**src/hw/rtl/tilp_pkg.sv**
```systemverilog
// Shared types, constants and helpers for the thread index line parser.
// Depends on nothing; every other file refers to it by scoped names.
`default_nettype none

package tilp_pkg;

  localparam int MAX_ID_LEN    = 63;
  localparam int MAX_TITLE_LEN = 1023;
  localparam int MAX_LINE      = 4096;
  localparam int QUEUE_DEPTH   = 4;

  localparam logic [7:0] CH_0      = 8'h30;
  localparam logic [7:0] CH_9      = 8'h39;
  localparam logic [7:0] CH_DOT    = 8'h2E;
  localparam logic [7:0] CH_D      = 8'h64;
  localparam logic [7:0] CH_A      = 8'h61;
  localparam logic [7:0] CH_T      = 8'h74;
  localparam logic [7:0] CH_OPEN   = 8'h28;
  localparam logic [7:0] CH_CLOSE  = 8'h29;
  localparam logic [7:0] CH_LT     = 8'h3C;
  localparam logic [7:0] CH_GT     = 8'h3E;
  localparam logic [7:0] CH_SPACE  = 8'h20;
  localparam logic [7:0] CH_TAB    = 8'h09;
  localparam logic [7:0] CH_CR     = 8'h0D;
  localparam logic [7:0] CH_LF     = 8'h0A;

  typedef enum logic [2:0] {
    PH_ID,
    PH_SUFFIX,
    PH_SEP,
    PH_TITLE,
    PH_REJECT
  } phase_t;

  typedef enum logic [1:0] {
    CAND_NONE,
    CAND_OPEN,
    CAND_DIGITS,
    CAND_CLOSED
  } cand_t;

  typedef enum logic [1:0] {
    ST_MATCH    = 2'd0,
    ST_REJECT   = 2'd1,
    ST_OVERLONG = 2'd2
  } status_t;

  typedef struct packed {
    logic eol;
    logic overlong;
    logic examine;
    logic digit;
    logic space;
    logic sep;
    logic open_paren;
    logic close_paren;
  } cls_t;

  localparam int CLS_W = $bits(cls_t);

  function automatic logic [7:0] suffix_char(input logic [1:0] idx);
    logic [7:0] ch;
    case (idx)
      2'd0:    ch = CH_DOT;
      2'd1:    ch = CH_D;
      2'd2:    ch = CH_A;
      2'd3:    ch = CH_T;
      default: ch = CH_DOT;
    endcase
    return ch;
  endfunction

endpackage

`default_nettype wire

```
**src/hw/rtl/tilp_front.sv**
```systemverilog
// Input side: accepts byte beats, tracks line position and the zero-byte stop,
// classifies each byte and pushes it into the queue. Uses tilp_pkg.
`default_nettype none

module tilp_front #(
  parameter int MAX_LINE = tilp_pkg::MAX_LINE,
  parameter int POS_W    = $clog2(MAX_LINE + 2)
) (
  input  wire logic                 clk,
  input  wire logic                 rst_n,
  input  wire logic                 in_valid,
  output      logic                 in_stall,
  input  wire logic [7:0]           in_line_byte,
  input  wire logic                 in_end_of_line,
  input  wire logic                 q_full,
  output      logic                 q_push,
  output      tilp_pkg::cls_t       q_cls,
  output      logic [7:0]           q_byte,
  output      logic [POS_W-1:0]     q_pos
);

  logic [POS_W-1:0] pos_r, pos_nxt;
  logic             stop_r, stop_nxt;
  logic             in_range;
  logic [7:0]       c;

  assign c        = in_line_byte;
  assign in_stall = q_full;
  assign q_push   = in_valid && !q_full;
  assign q_byte   = c;
  assign q_pos    = pos_r;
  assign in_range = pos_r < POS_W'(MAX_LINE);

  always_comb begin
    q_cls.eol         = in_end_of_line;
    q_cls.overlong    = !in_range;
    q_cls.examine     = in_range && !stop_r && (c != 8'h00);
    q_cls.digit       = (c >= tilp_pkg::CH_0) && (c <= tilp_pkg::CH_9);
    q_cls.space       = (c == tilp_pkg::CH_SPACE) || (c == tilp_pkg::CH_TAB) ||
                        (c == tilp_pkg::CH_CR) || (c == tilp_pkg::CH_LF);
    q_cls.sep         = q_cls.space || (c == tilp_pkg::CH_LT) || (c == tilp_pkg::CH_GT);
    q_cls.open_paren  = c == tilp_pkg::CH_OPEN;
    q_cls.close_paren = c == tilp_pkg::CH_CLOSE;
  end

  always_comb begin
    pos_nxt  = pos_r;
    stop_nxt = stop_r;
    if (q_push) begin
      if (in_end_of_line) begin
        pos_nxt  = '0;
        stop_nxt = 1'b0;
      end else begin
        if (pos_r <= POS_W'(MAX_LINE)) pos_nxt = pos_r + POS_W'(1);
        if (in_range && c == 8'h00) stop_nxt = 1'b1;
      end
    end
  end

  always_ff @(posedge clk) begin
    if (!rst_n) begin
      pos_r  <= '0;
      stop_r <= 1'b0;
    end else begin
      pos_r  <= pos_nxt;
      stop_r <= stop_nxt;
    end
  end

endmodule

`default_nettype wire

```
**src/hw/rtl/tilp_queue.sv**
```systemverilog
// Short beat queue between the classifier and the parser.
// Generic width; depth from tilp_pkg.
`default_nettype none

module tilp_queue #(
  parameter int W     = 8,
  parameter int DEPTH = tilp_pkg::QUEUE_DEPTH,
  parameter int AW    = $clog2(DEPTH)
) (
  input  wire logic         clk,
  input  wire logic         rst_n,
  input  wire logic         push,
  input  wire logic [W-1:0] wdata,
  output      logic         full,
  input  wire logic         pop,
  output      logic         nonempty,
  output      logic [W-1:0] rdata
);

  logic [W-1:0]  mem_r [DEPTH];
  logic [AW-1:0] wp_r, rp_r;
  logic [AW:0]   cnt_r;

  assign full     = cnt_r == (AW + 1)'(DEPTH);
  assign nonempty = cnt_r != '0;
  assign rdata    = mem_r[rp_r];

  always_ff @(posedge clk) begin
    if (push) mem_r[wp_r] <= wdata;
  end

  always_ff @(posedge clk) begin
    if (!rst_n) begin
      wp_r  <= '0;
      rp_r  <= '0;
      cnt_r <= '0;
    end else begin
      if (push) wp_r <= (wp_r == AW'(DEPTH - 1)) ? '0 : wp_r + AW'(1);
      if (pop)  rp_r <= (rp_r == AW'(DEPTH - 1)) ? '0 : rp_r + AW'(1);
      cnt_r <= cnt_r + (AW + 1)'(push) - (AW + 1)'(pop);
    end
  end

endmodule

`default_nettype wire

```
**src/hw/rtl/tilp_back.sv**
```systemverilog
// Parser: consumes classified beats, walks the line pattern and holds the
// result in an output register. Uses tilp_pkg.
`default_nettype none

module tilp_back #(
  parameter int MAX_ID_LEN = tilp_pkg::MAX_ID_LEN,
  parameter int MAX_LINE   = tilp_pkg::MAX_LINE,
  parameter int POS_W      = $clog2(MAX_LINE + 2)
) (
  input  wire logic             clk,
  input  wire logic             rst_n,
  input  wire logic             q_nonempty,
  output      logic             q_pop,
  input  wire tilp_pkg::cls_t   q_cls,
  input  wire logic [7:0]       q_byte,
  input  wire logic [POS_W-1:0] q_pos,
  output      logic             out_valid,
  input  wire logic             out_stall,
  output      logic [1:0]       out_status,
  output      logic [5:0]       out_id_digits,
  output      logic [11:0]      out_title_start,
  output      logic [9:0]       out_title_length,
  output      logic [31:0]      out_reply_count
);

  localparam int DC_W = $clog2(MAX_ID_LEN + 2);

  tilp_pkg::phase_t phase_r, phase_nxt;
  tilp_pkg::cand_t  cand_r, cand_nxt, cand_v;
  logic [DC_W-1:0]  dc_r, dc_nxt;
  logic [1:0]       sidx_r, sidx_nxt;
  logic [POS_W-1:0] tb_r, tb_nxt;
  logic [POS_W-1:0] lte_r, lte_nxt, lte_in;
  logic [POS_W-1:0] cte_r, cte_nxt;
  logic             ats_r, ats_nxt;
  logic [31:0]      acc_r, acc_nxt;
  logic             title;
  logic [35:0]      prod;
  logic [POS_W-1:0] tl;
  logic             match;
  logic [31:0]      dc_ext, tb_ext, tl_ext;

  logic             ov_r, ov_nxt;
  logic [1:0]       st_r, st_nxt;
  logic [5:0]       id_r, id_nxt;
  logic [11:0]      ts_r, ts_nxt;
  logic [9:0]       tlo_r, tlo_nxt;
  logic [31:0]      rc_r, rc_nxt;

  assign q_pop = q_nonempty && (!q_cls.eol || !ov_r || !out_stall);
  assign prod  = {1'b0, acc_r, 3'b000} + {3'b000, acc_r, 1'b0} + {32'd0, q_byte[3:0]};

  always_comb begin
    phase_nxt = phase_r;
    cand_nxt  = cand_r;
    dc_nxt    = dc_r;
    sidx_nxt  = sidx_r;
    tb_nxt    = tb_r;
    lte_nxt   = lte_r;
    cte_nxt   = cte_r;
    ats_nxt   = ats_r;
    acc_nxt   = acc_r;
    lte_in    = lte_r;
    title     = 1'b0;
    cand_v    = cand_r;

    if (q_pop && q_cls.examine) begin
      case (phase_r)
        tilp_pkg::PH_ID: begin
          if (q_cls.digit) begin
            if (dc_r <= DC_W'(MAX_ID_LEN)) dc_nxt = dc_r + DC_W'(1);
          end else if (dc_r == '0 || dc_r > DC_W'(MAX_ID_LEN) ||
                       q_byte != tilp_pkg::CH_DOT) begin
            phase_nxt = tilp_pkg::PH_REJECT;
          end else begin
            phase_nxt = tilp_pkg::PH_SUFFIX;
            sidx_nxt  = 2'd1;
          end
        end
        tilp_pkg::PH_SUFFIX: begin
          if (q_byte == tilp_pkg::suffix_char(sidx_r)) begin
            if (sidx_r == 2'd3) phase_nxt = tilp_pkg::PH_SEP;
            else sidx_nxt = sidx_r + 2'd1;
          end else begin
            phase_nxt = tilp_pkg::PH_REJECT;
          end
        end
        tilp_pkg::PH_SEP: begin
          if (!q_cls.sep) begin
            tb_nxt    = q_pos;
            lte_in    = q_pos;
            phase_nxt = tilp_pkg::PH_TITLE;
            title     = 1'b1;
          end
        end
        tilp_pkg::PH_TITLE: title = 1'b1;
        default: ;
      endcase
    end

    if (title) begin
      case (cand_r)
        tilp_pkg::CAND_OPEN: begin
          if (q_cls.digit) begin
            acc_nxt = {28'd0, q_byte[3:0]};
            cand_v  = tilp_pkg::CAND_DIGITS;
          end else begin
            cand_v = tilp_pkg::CAND_NONE;
          end
        end
        tilp_pkg::CAND_DIGITS: begin
          if (q_cls.digit) acc_nxt = (prod[35:32] != 4'd0) ? 32'hFFFF_FFFF : prod[31:0];
          else if (q_cls.close_paren) cand_v = tilp_pkg::CAND_CLOSED;
          else cand_v = tilp_pkg::CAND_NONE;
        end
        tilp_pkg::CAND_CLOSED: begin
          if (!q_cls.space) cand_v = tilp_pkg::CAND_NONE;
        end
        default: ;
      endcase
      if (cand_v == tilp_pkg::CAND_NONE && q_cls.open_paren) begin
        cand_v  = tilp_pkg::CAND_OPEN;
        cte_nxt = lte_in;
        ats_nxt = q_pos == tb_nxt;
        acc_nxt = '0;
      end
      cand_nxt = cand_v;
      lte_nxt  = q_cls.space ? lte_in : q_pos + POS_W'(1);
    end

    tl     = cte_nxt - tb_nxt;
    dc_ext = 32'(dc_nxt);
    tb_ext = 32'(tb_nxt);
    tl_ext = 32'(tl);
    match  = phase_nxt == tilp_pkg::PH_TITLE && cand_nxt == tilp_pkg::CAND_CLOSED &&
             !ats_nxt && tl != '0 && tl_ext <= 32'(tilp_pkg::MAX_TITLE_LEN);

    ov_nxt  = ov_r && out_stall;
    st_nxt  = st_r;
    id_nxt  = id_r;
    ts_nxt  = ts_r;
    tlo_nxt = tlo_r;
    rc_nxt  = rc_r;

    if (q_pop && q_cls.eol) begin
      ov_nxt = 1'b1;
      if (q_cls.overlong) st_nxt = tilp_pkg::ST_OVERLONG;
      else if (match)     st_nxt = tilp_pkg::ST_MATCH;
      else                st_nxt = tilp_pkg::ST_REJECT;
      if (!q_cls.overlong && match) begin
        id_nxt  = dc_ext[5:0];
        ts_nxt  = tb_ext[11:0];
        tlo_nxt = tl_ext[9:0];
        rc_nxt  = acc_nxt;
      end else begin
        id_nxt  = '0;
        ts_nxt  = '0;
        tlo_nxt = '0;
        rc_nxt  = '0;
      end
      phase_nxt = tilp_pkg::PH_ID;
      cand_nxt  = tilp_pkg::CAND_NONE;
      dc_nxt    = '0;
      sidx_nxt  = '0;
      tb_nxt    = '0;
      lte_nxt   = '0;
      cte_nxt   = '0;
      ats_nxt   = 1'b0;
      acc_nxt   = '0;
    end
  end

  always_ff @(posedge clk) begin
    if (!rst_n) begin
      phase_r <= tilp_pkg::PH_ID;
      cand_r  <= tilp_pkg::CAND_NONE;
      dc_r    <= '0;
      sidx_r  <= '0;
      tb_r    <= '0;
      lte_r   <= '0;
      cte_r   <= '0;
      ats_r   <= 1'b0;
      acc_r   <= '0;
      ov_r    <= 1'b0;
    end else begin
      phase_r <= phase_nxt;
      cand_r  <= cand_nxt;
      dc_r    <= dc_nxt;
      sidx_r  <= sidx_nxt;
      tb_r    <= tb_nxt;
      lte_r   <= lte_nxt;
      cte_r   <= cte_nxt;
      ats_r   <= ats_nxt;
      acc_r   <= acc_nxt;
      ov_r    <= ov_nxt;
    end
  end

  always_ff @(posedge clk) begin
    st_r  <= st_nxt;
    id_r  <= id_nxt;
    ts_r  <= ts_nxt;
    tlo_r <= tlo_nxt;
    rc_r  <= rc_nxt;
  end

  assign out_valid        = ov_r;
  assign out_status       = st_r;
  assign out_id_digits    = id_r;
  assign out_title_start  = ts_r;
  assign out_title_length = tlo_r;
  assign out_reply_count  = rc_r;

endmodule

`default_nettype wire

```
**src/hw/rtl/thread_index_line_parser_top.sv**
```systemverilog
// Top level of the thread index line parser: classifier, beat queue, parser.
// Depends on tilp_pkg, tilp_front, tilp_queue and tilp_back.
//
// Usage:
//   Input channel (in_valid / in_stall): one byte per beat, in_end_of_line
//   set on the final byte of a line. Result channel (out_valid / out_stall):
//   exactly one beat per line, carrying status, id digit count, title start,
//   trimmed title length and reply count (all zero unless status is match).
//   Throughput: one byte per cycle while in_stall is low, set by the parser update.
//   The result register loads at the edge that takes the line's last byte
//   from the queue; every byte is written into the queue before the parser.
//   A four-beat queue lets the classifier keep accepting while the parser
//   waits; the parser keeps consuming non-final bytes while a result is held.
//   When out_stall is high the result and its payload hold; once the queue
//   fills, in_stall rises until the result is taken.
//   Reset (rst_n low, synchronous) empties the queue, drops any pending
//   result and returns the parser to the start of a line.
`default_nettype none

module thread_index_line_parser_top #(
  parameter int MAX_ID_LEN = tilp_pkg::MAX_ID_LEN,
  parameter int MAX_LINE   = tilp_pkg::MAX_LINE
) (
  input  wire logic        clk,
  input  wire logic        rst_n,
  input  wire logic        in_valid,
  output      logic        in_stall,
  input  wire logic [7:0]  in_line_byte,
  input  wire logic        in_end_of_line,
  output      logic        out_valid,
  input  wire logic        out_stall,
  output      logic [1:0]  out_status,
  output      logic [5:0]  out_id_digits,
  output      logic [11:0] out_title_start,
  output      logic [9:0]  out_title_length,
  output      logic [31:0] out_reply_count
);

  localparam int POS_W = $clog2(MAX_LINE + 2);
  localparam int QW    = tilp_pkg::CLS_W + 8 + POS_W;

  logic             q_full, q_push, q_pop, q_nonempty;
  tilp_pkg::cls_t   f_cls, b_cls;
  logic [7:0]       f_byte, b_byte;
  logic [POS_W-1:0] f_pos, b_pos;
  logic [QW-1:0]    q_wdata, q_rdata;

  tilp_front #(
    .MAX_LINE (MAX_LINE),
    .POS_W    (POS_W)
  ) u_front (
    .clk            (clk),
    .rst_n          (rst_n),
    .in_valid       (in_valid),
    .in_stall       (in_stall),
    .in_line_byte   (in_line_byte),
    .in_end_of_line (in_end_of_line),
    .q_full         (q_full),
    .q_push         (q_push),
    .q_cls          (f_cls),
    .q_byte         (f_byte),
    .q_pos          (f_pos)
  );

  assign q_wdata = {f_cls, f_byte, f_pos};

  tilp_queue #(
    .W     (QW),
    .DEPTH (tilp_pkg::QUEUE_DEPTH)
  ) u_queue (
    .clk      (clk),
    .rst_n    (rst_n),
    .push     (q_push),
    .wdata    (q_wdata),
    .full     (q_full),
    .pop      (q_pop),
    .nonempty (q_nonempty),
    .rdata    (q_rdata)
  );

  assign {b_cls, b_byte, b_pos} = q_rdata;

  tilp_back #(
    .MAX_ID_LEN (MAX_ID_LEN),
    .MAX_LINE   (MAX_LINE),
    .POS_W      (POS_W)
  ) u_back (
    .clk              (clk),
    .rst_n            (rst_n),
    .q_nonempty       (q_nonempty),
    .q_pop            (q_pop),
    .q_cls            (b_cls),
    .q_byte           (b_byte),
    .q_pos            (b_pos),
    .out_valid        (out_valid),
    .out_stall        (out_stall),
    .out_status       (out_status),
    .out_id_digits    (out_id_digits),
    .out_title_start  (out_title_start),
    .out_title_length (out_title_length),
    .out_reply_count  (out_reply_count)
  );

endmodule

`default_nettype wire

```
**config.mk**
```make
export PLATFORM = sky130hd
export DESIGN_NAME = thread_index_line_parser_top
export DESIGN_NICKNAME = d
export VERILOG_FILES = /design/src/hw/rtl/tilp_pkg.sv /design/src/hw/rtl/tilp_front.sv /design/src/hw/rtl/tilp_queue.sv /design/src/hw/rtl/tilp_back.sv /design/src/hw/rtl/thread_index_line_parser_top.sv
export SDC_FILE = /design/constraint.sdc
export NUM_CORES = 1
export LEC_CHECK = 0
export BUFFER_PORTS_ARGS = -buffer_cell sky130_fd_sc_hd__buf_2
export CORE_ASPECT_RATIO = 1.4
export CORE_MARGIN = 2
export CORE_UTILIZATION = 62
export DETAILED_ROUTE_END_ITERATION = 12
export GPL_TIMING_DRIVEN = 0
export PLACE_DENSITY_LB_ADDON = 0.25
export REMOVE_ABC_BUFFERS = 1
export SYNTH_ARGS = -nofsm -noshare
export SYNTH_HDL_FRONTEND = slang
export SYNTH_HIERARCHICAL = 1
export SYNTH_SLANG_ARGS = --single-unit
```
**constraint.sdc**
```tcl
create_clock -name clk -period 6.93 [get_ports clk]
set_clock_uncertainty 0.1 [all_clocks]
set_input_delay 1.0395 -clock clk [delete_from_list [all_inputs] [get_ports clk]]
set_output_delay 1.0395 -clock clk [all_outputs]
set_load 0.005 [all_outputs]
```
==> flow_summary.ini, run 1 <==
[logic_synthesis]
ys.flop_type = edfxtp_1
synth_top_family_by_area = simple AND/OR/NAND/NOR gates
synthMuxAreaShare = 0.0541
yosys.area_share.simple = 0.155
synth_fa_ha_area_frac = 0.0797
ys_ff_latch = 288
syn_inst = 1443
synth_edf_count = 178
yosysSeqAreaShare = 0.486
synthXorXnorAreaFrac = 0.0377
synth_area_um2 = 15500
avgSynthCellArea_um2 = 10.8
synth.distinct_cells = 89
yosys.area.top_type = edfxtp_1
synth_common_cells = nor2_1 (190), edfxtp_1 (178), dfxtp_1 (110), nand2_1 (95), ha_1 (94)
yosys-top-cells-area = edfxtp_1 (34%), dfxtp_1 (14%), ha_1 (7.6%)
synth.most_common_cell = nor2_1
synth_compound_area_frac = 0.151
synth_top_area_frac = 0.345
ys.warnings.count = 6
async_flop_share = 0

[power]
p_int_mw = 3.50
p_leak_nw = 6.60
ir_drop_v = 0.000317
switchingPower_mw = 1.54
comb_power_share = 0.253
p_seq_frac = 0.445
clkPwrFrac = 0.302
power.density_nw_per_um2 = 295
switching_share = 0.306

[floorplan]
ios = 77
die_x_um = 138
fp-row-count = 68
start_util = 0.631
fp.dieH_um = 191
die_area_um2 = 26300
core_area_um2 = 24600

[cts]
clk_pin_slew_ns = 0.06
cts_tree = built
cts_made_buffers = 28
insertion_delay_ns = 0.56
cts_num_sinks = 288
cts_max_path_buffers = 3
htreeDepth = 1
cts_root_buf = clkbuf_16

[placed_design]
placed_cells = 1762
numPortBuffers = 76
gp_congestion = 0.916
dp.final_hpwl_mm = 23.6

[cells_and_area]
seq_area_um2 = 7550
fillCellCount = 1828
drive_above_1_share = 0.140
syn2layout_area_growth_pct = 10.2
antenna_cells = 0
final_cells = 1819
finalNetCount = 1592
multi_input_area_um2 = 7490
fin_util = 0.695

[sta]
period_needed_ns = 6.58
max_freq_mhz = 152
tightest_slew_ns = 1.28
setup_violations = 0
final_max_slew_viol_count = 0
slew_headroom = 0.144
rsz0062_at_grt = no
hold_violations = 0
fin_crit_sh = 0.949
holdWs_ns = 0.367
fin_tns_setup_ns = 0

[detailed_routing]
wl_met3_mm = 1.90
drtAntennaViolNets = 0
wl_met2_mm = 17.8
drtIter0Drc = 620
viasPerCell = 6.33
wl_per_cell_um = 19.0
drc_errors = 0
dr.max_layer_used = met4
drt-met1-wl_mm = 13.7
postRouteWirelength_mm = 34.5
vias = 11500
firstDrtPassIters = 7

[hold_path]
holdCritPathClass = reg2reg
hold_start = u_back/lte_r[6]

[setup_path]
crit_path_frequent_cell = buf_12
arrival_ns = 6.82
worstPathRequired_ns = 7.17
path_cells = buf_12 > mux4_1 > or4b_4 > nor3_2 > buf_6 > mux2i_1 > o21ai_0 > ha_1 > a21oi_1 > o21bai_1 > a21oi_2 > o2111ai_1 > a311o_1 > nor4_2 > o211a_1 > o2111ai_2 > nand2b_2 > buf_12 > a211oi_1
crit_path_max_incr_delay_ns = 0.66
worstPathMaxFanout = 39
crit_slowest_cell = mux4_1
worstSetupPathType = reg2reg
worst_setup_path_end_kind = flip-flop
critPathLaunchType = flip-flop

[global_route]
antenna_found_initial = 2
grt_max_degree = 40
grt_pass1_vias = 11200
grt_first_pass_wirelength_mm = 55.5
grt_usage = 0.264
gr-total-overflow = 0

[status]
status = complete, no violations

[flow_run]
cap_violations = 0
-- layer usage --
layer | track usage | vias to the layer above
li1 | - | 5466
met2 | 0.473 | 374
met4 | 0.0938 | 0
met3 | 0.0400 | 70
met1 | 0.320 | 5600
met5 | 0 | -
-- state kept, by name, summed over array words and instances (netlist names), 3 cells and up, named ones only --
signal	flops
u_back/acc_r	32
u_back/cte_r	11
u_back/dc_r	7
u_back/lte_r	13
u_back/out_id_digits	6
u_back/out_reply_count	32
u_back/out_title_length	10
u_back/out_title_start	12
u_back/phase_r	3
u_back/tb_r	13
u_front/q_pos	13
u_queue/cnt_r	3
u_queue/mem_r	116
-- final cells by class --
class,count,area share
Inverter,44,0.00966
Tap cell,315,0.0231
Clock inverter,24,0.0131
Clock buffer,28,0.0410
Multi-Input combinational cell,1033,0.438
Timing Repair Buffer,87,0.0332
Sequential cell,288,0.442
-- metrics by stage --
stage,instance area [um^2],total power [mW],setup WS [ns]
floorplan,15100,3.06,-0.302
global placement,15900,3.46,-3.64
detailed placement,16100,3.53,-1.07
CTS,17100,5.07,0.0624
global route,17100,5.28,0.0433
finish,17100,5.04,0.353
-- worst paths after layout --
check	endpoint	slack [ns]	depth (start not counted)
setup / recovery	u_back/out_reply_count[1]	0.35	19
hold / removal	u_back/lte_r[6]	0.37	2
setup reg to reg	u_back/out_reply_count[1]	0.35	19
hold reg to reg	u_back/lte_r[6]	0.37	2
-- timing repair --
item | 4_1_cts | 5_1_grt
setup endpoints to repair | 61 | 14
setup buffers | 2 | 1
hold buffers | 0 | 0
cloned | 2 | 0
gates resized for setup | 5 | 2
pin swaps | 2 | 0
-- power by group through the flow --
stage / Sequential, mW / Combinational [mW] / Clock (mW)
4_1_cts: 2.25 / 1.28 / 1.54
2_1_floorplan: 2.31 / 0.755 / 0
3_5_place_dp: 2.28 / 1.25 / 0
5_1_grt: 2.27 / 1.40 / 1.61
6_report: 2.24 / 1.28 / 1.52
3_3_place_gp: 2.33 / 1.13 / 0
-- cell usage in the layout (no fill, tap or decap), types with 17 or more instances in the layout --
master,n
mux4_2,28
xor2_1,31
a221oi_1,28
inv_1,43
clkbuf_16,28
and3_1,19
ha_1,94
edfxtp_1,178
dfxtp_1,108
nand2_1,95
and2_1,27
nor2_1,189
nand4_1,20
nor3_1,17
a21o_1,24
nor2b_1,17
nand3_1,26
buf_2,76
xnor2_1,33
o21ai_0,51
a21oi_1,79
a31oi_1,29
-- critical path: cells and delay by family (launching register included) --
| kind | cells | cell delay (ns) |
|---|---|---|
| fa+ha+maj | 1 | 0.29 |
| flops | 1 | 0.52 |
| buf+inv | 3 | 0.72 |
| compound gates | 9 | 2.07 |
| simple gates | 4 | 1.62 |
| mux | 2 | 0.99 |
-- cell families (layout without fill, tap and decap cells) --
group,count (synthesis),after routing
AO/OA/AOI/OAI,330,330
XOR/XNOR,65,65
adder cells (fa/ha/maj),97,97
flip-flops,288,288
buffers and inverters,124,183
multiplexers,47,48
AND/OR/NAND/NOR,492,493
No activity file was read; power rests on OpenSTA's default activity.
==> run 2: changes to the inputs <==
- CORE_UTILIZATION: 62 -> 37
- clock period: 6.93 -> 5.4 ns (I/O delays scaled with it)
==> run 2 against run 1 <==
Compared with the run above: non-clock buffer count rose by 39; combinational power rose by 44%; clock-buffer cell count rose by 11; largest power group unchanged.
==> flow_summary.ini, run 2 (same netlist as run 1, synthesis figures left out) <==
[sta]
final_max_slew_viol_count = 0
slew_headroom = 0.100
period_needed_ns = 5.21
fin_crit_sh = 0.964
max_freq_mhz = 192
hold_violations = 0
fin_tns_setup_ns = 0
tightest_slew_ns = 1.35
holdWs_ns = 0.377
setup_ws_ns = 0.195
setup_violations = 0

[global_route]
grt_first_pass_wirelength_mm = 60.8
grt_pass1_vias = 11300
antenna_found_initial = 1
grt_usage = 0.175
gr-total-overflow = 0
grt_max_degree = 38

[detailed_routing]
wl_per_cell_um = 18.6
vias = 11600
drc_errors = 0
viasPerCell = 5.55
firstDrtPassIters = 5
drtAntennaViolNets = 0
postRouteWirelength_mm = 38.9
drtIter0Drc = 826

[floorplan]
start_util = 0.376
fp-row-count = 88
core_area_um2 = 41300
die_area_um2 = 43600
fp.dieH_um = 246
ios = 77
die_x_um = 177

[placed_design]
numPortBuffers = 76
placed_cells = 1986
pre_cts_slack_ns = -2.75
dp.final_hpwl_mm = 25.2
place_area_um2 = 16300
gp_congestion = 0.851

[power]
ir_drop_v = 0.000271
p_leak_nw = 6.89
power.density_nw_per_um2 = 371
power_mw = 6.70

[cells_and_area]
largest_register_ffs = 116
fillCellCount = 3920
layout_common_cells = nor2_1 (189), edfxtp_1 (178), dfxtp_1 (108), nand2_1 (95), ha_1 (90)
largest-register = u_queue/mem_r
multi_input_area_um2 = 7790
final_common_cell = nor2_1
syn2layout_area_growth_pct = 16.4
finalNetCount = 1636
final_cell_area_um2 = 18100
drive_above_1_share = 0.181
fin_util = 0.437
antenna_cells = 0
final_cells = 2089
seq_area_um2 = 7550

[cts]
cts_max_path_buffers = 3
insertion_delay_ns = 0.58
cts_num_sinks = 288
clk_pin_slew_ns = 0.06
cts_tree = built
cts_root_buf = clkbuf_16
cts_made_buffers = 29
htreeDepth = 1

[status]
status = complete, no violations

[setup_path]
crit_path_max_incr_delay_ns = 0.59
path_cells = buf_16 > mux4_2 > or4b_4 > nor3_4 > buf_6 > nand2_1 > a31oi_2 > ha_2 > inv_1 > o21bai_1 > a21oi_2 > buf_4 > o2111ai_1 > a311o_1 > nor4_4 > o211a_1 > o2111ai_4 > nand2b_4 > clkbuf_16 > nor2b_1
crit_slowest_cell = or4b_4
worstPathRequired_ns = 5.74
worstPathMaxFanout = 13
arrival_ns = 5.54
worstSetupPathType = reg2reg
critPathLaunchType = flip-flop
worst_setup_path_end_kind = flip-flop

[flow_run]
cap_violations = 0

[hold_path]
holdCritPathClass = in2reg
hold_start = in_line_byte[6]
[run 2: area by class of cell]
cell class                      instances  share of cell area
Clock buffer                           39              0.0439
Clock inverter                         15             0.00832
Inverter                               44             0.00915
Multi-Input combinational cell       1037               0.431
Sequential cell                       288               0.418
Tap cell                              540              0.0374
Timing Repair Buffer                  126              0.0516
[run 2: final timing paths]
path                                endpoint  slack [ns]  cells past startpoint
hold / removal          u_queue/mem_r[3][19]        0.38                      1
setup / recovery  u_back/out_reply_count[23]        0.19                     20
hold reg to reg              u_back/lte_r[6]        0.39                      2
setup reg to reg  u_back/out_reply_count[23]        0.19                     20
[run 2: critical path: cells and delay by family, from the launching register on]
family / cells / cell delay [ns]
multiplexers: 1 / 0.52
AND/OR/NAND/NOR: 6 / 1.61
buffers and inverters: 5 / 0.81
flip-flops: 1 / 0.37
adder cells (fa/ha/maj): 1 / 0.36
AO/OA/AOI/OAI: 7 / 1.30
[run 2: where the power goes]
part	total, mW	internal (mW)	switching [mW]
clock	2.00	1.13	0.870
combinational	1.84	0.767	1.07
sequential	2.86	2.72	0.142
total	6.70	4.62	2.09
[run 2: what timing repair did]
action / CTS / global route
pin swaps: 11 / 8
hold buffers: 0 / 0
setup endpoints to repair: 82 / 81
buffers inserted: 22 / 18
gates cloned: 7 / 2
gates resized for setup: 28 / 29
[run 2: layer usage]
| layer | vias up | GRT usage | share of wire |
|---|---|---|---|
| li1 | 5568 | - | - |
| met1 | 5696 | 0.204 | 0.41 |
| met2 | 250 | 0.324 | 0.52 |
| met3 | 68 | 0.0236 | 0.038 |
| met4 | 2 | 0.0610 | 0.031 |
| met5 | - | 0 | 0.00041 |
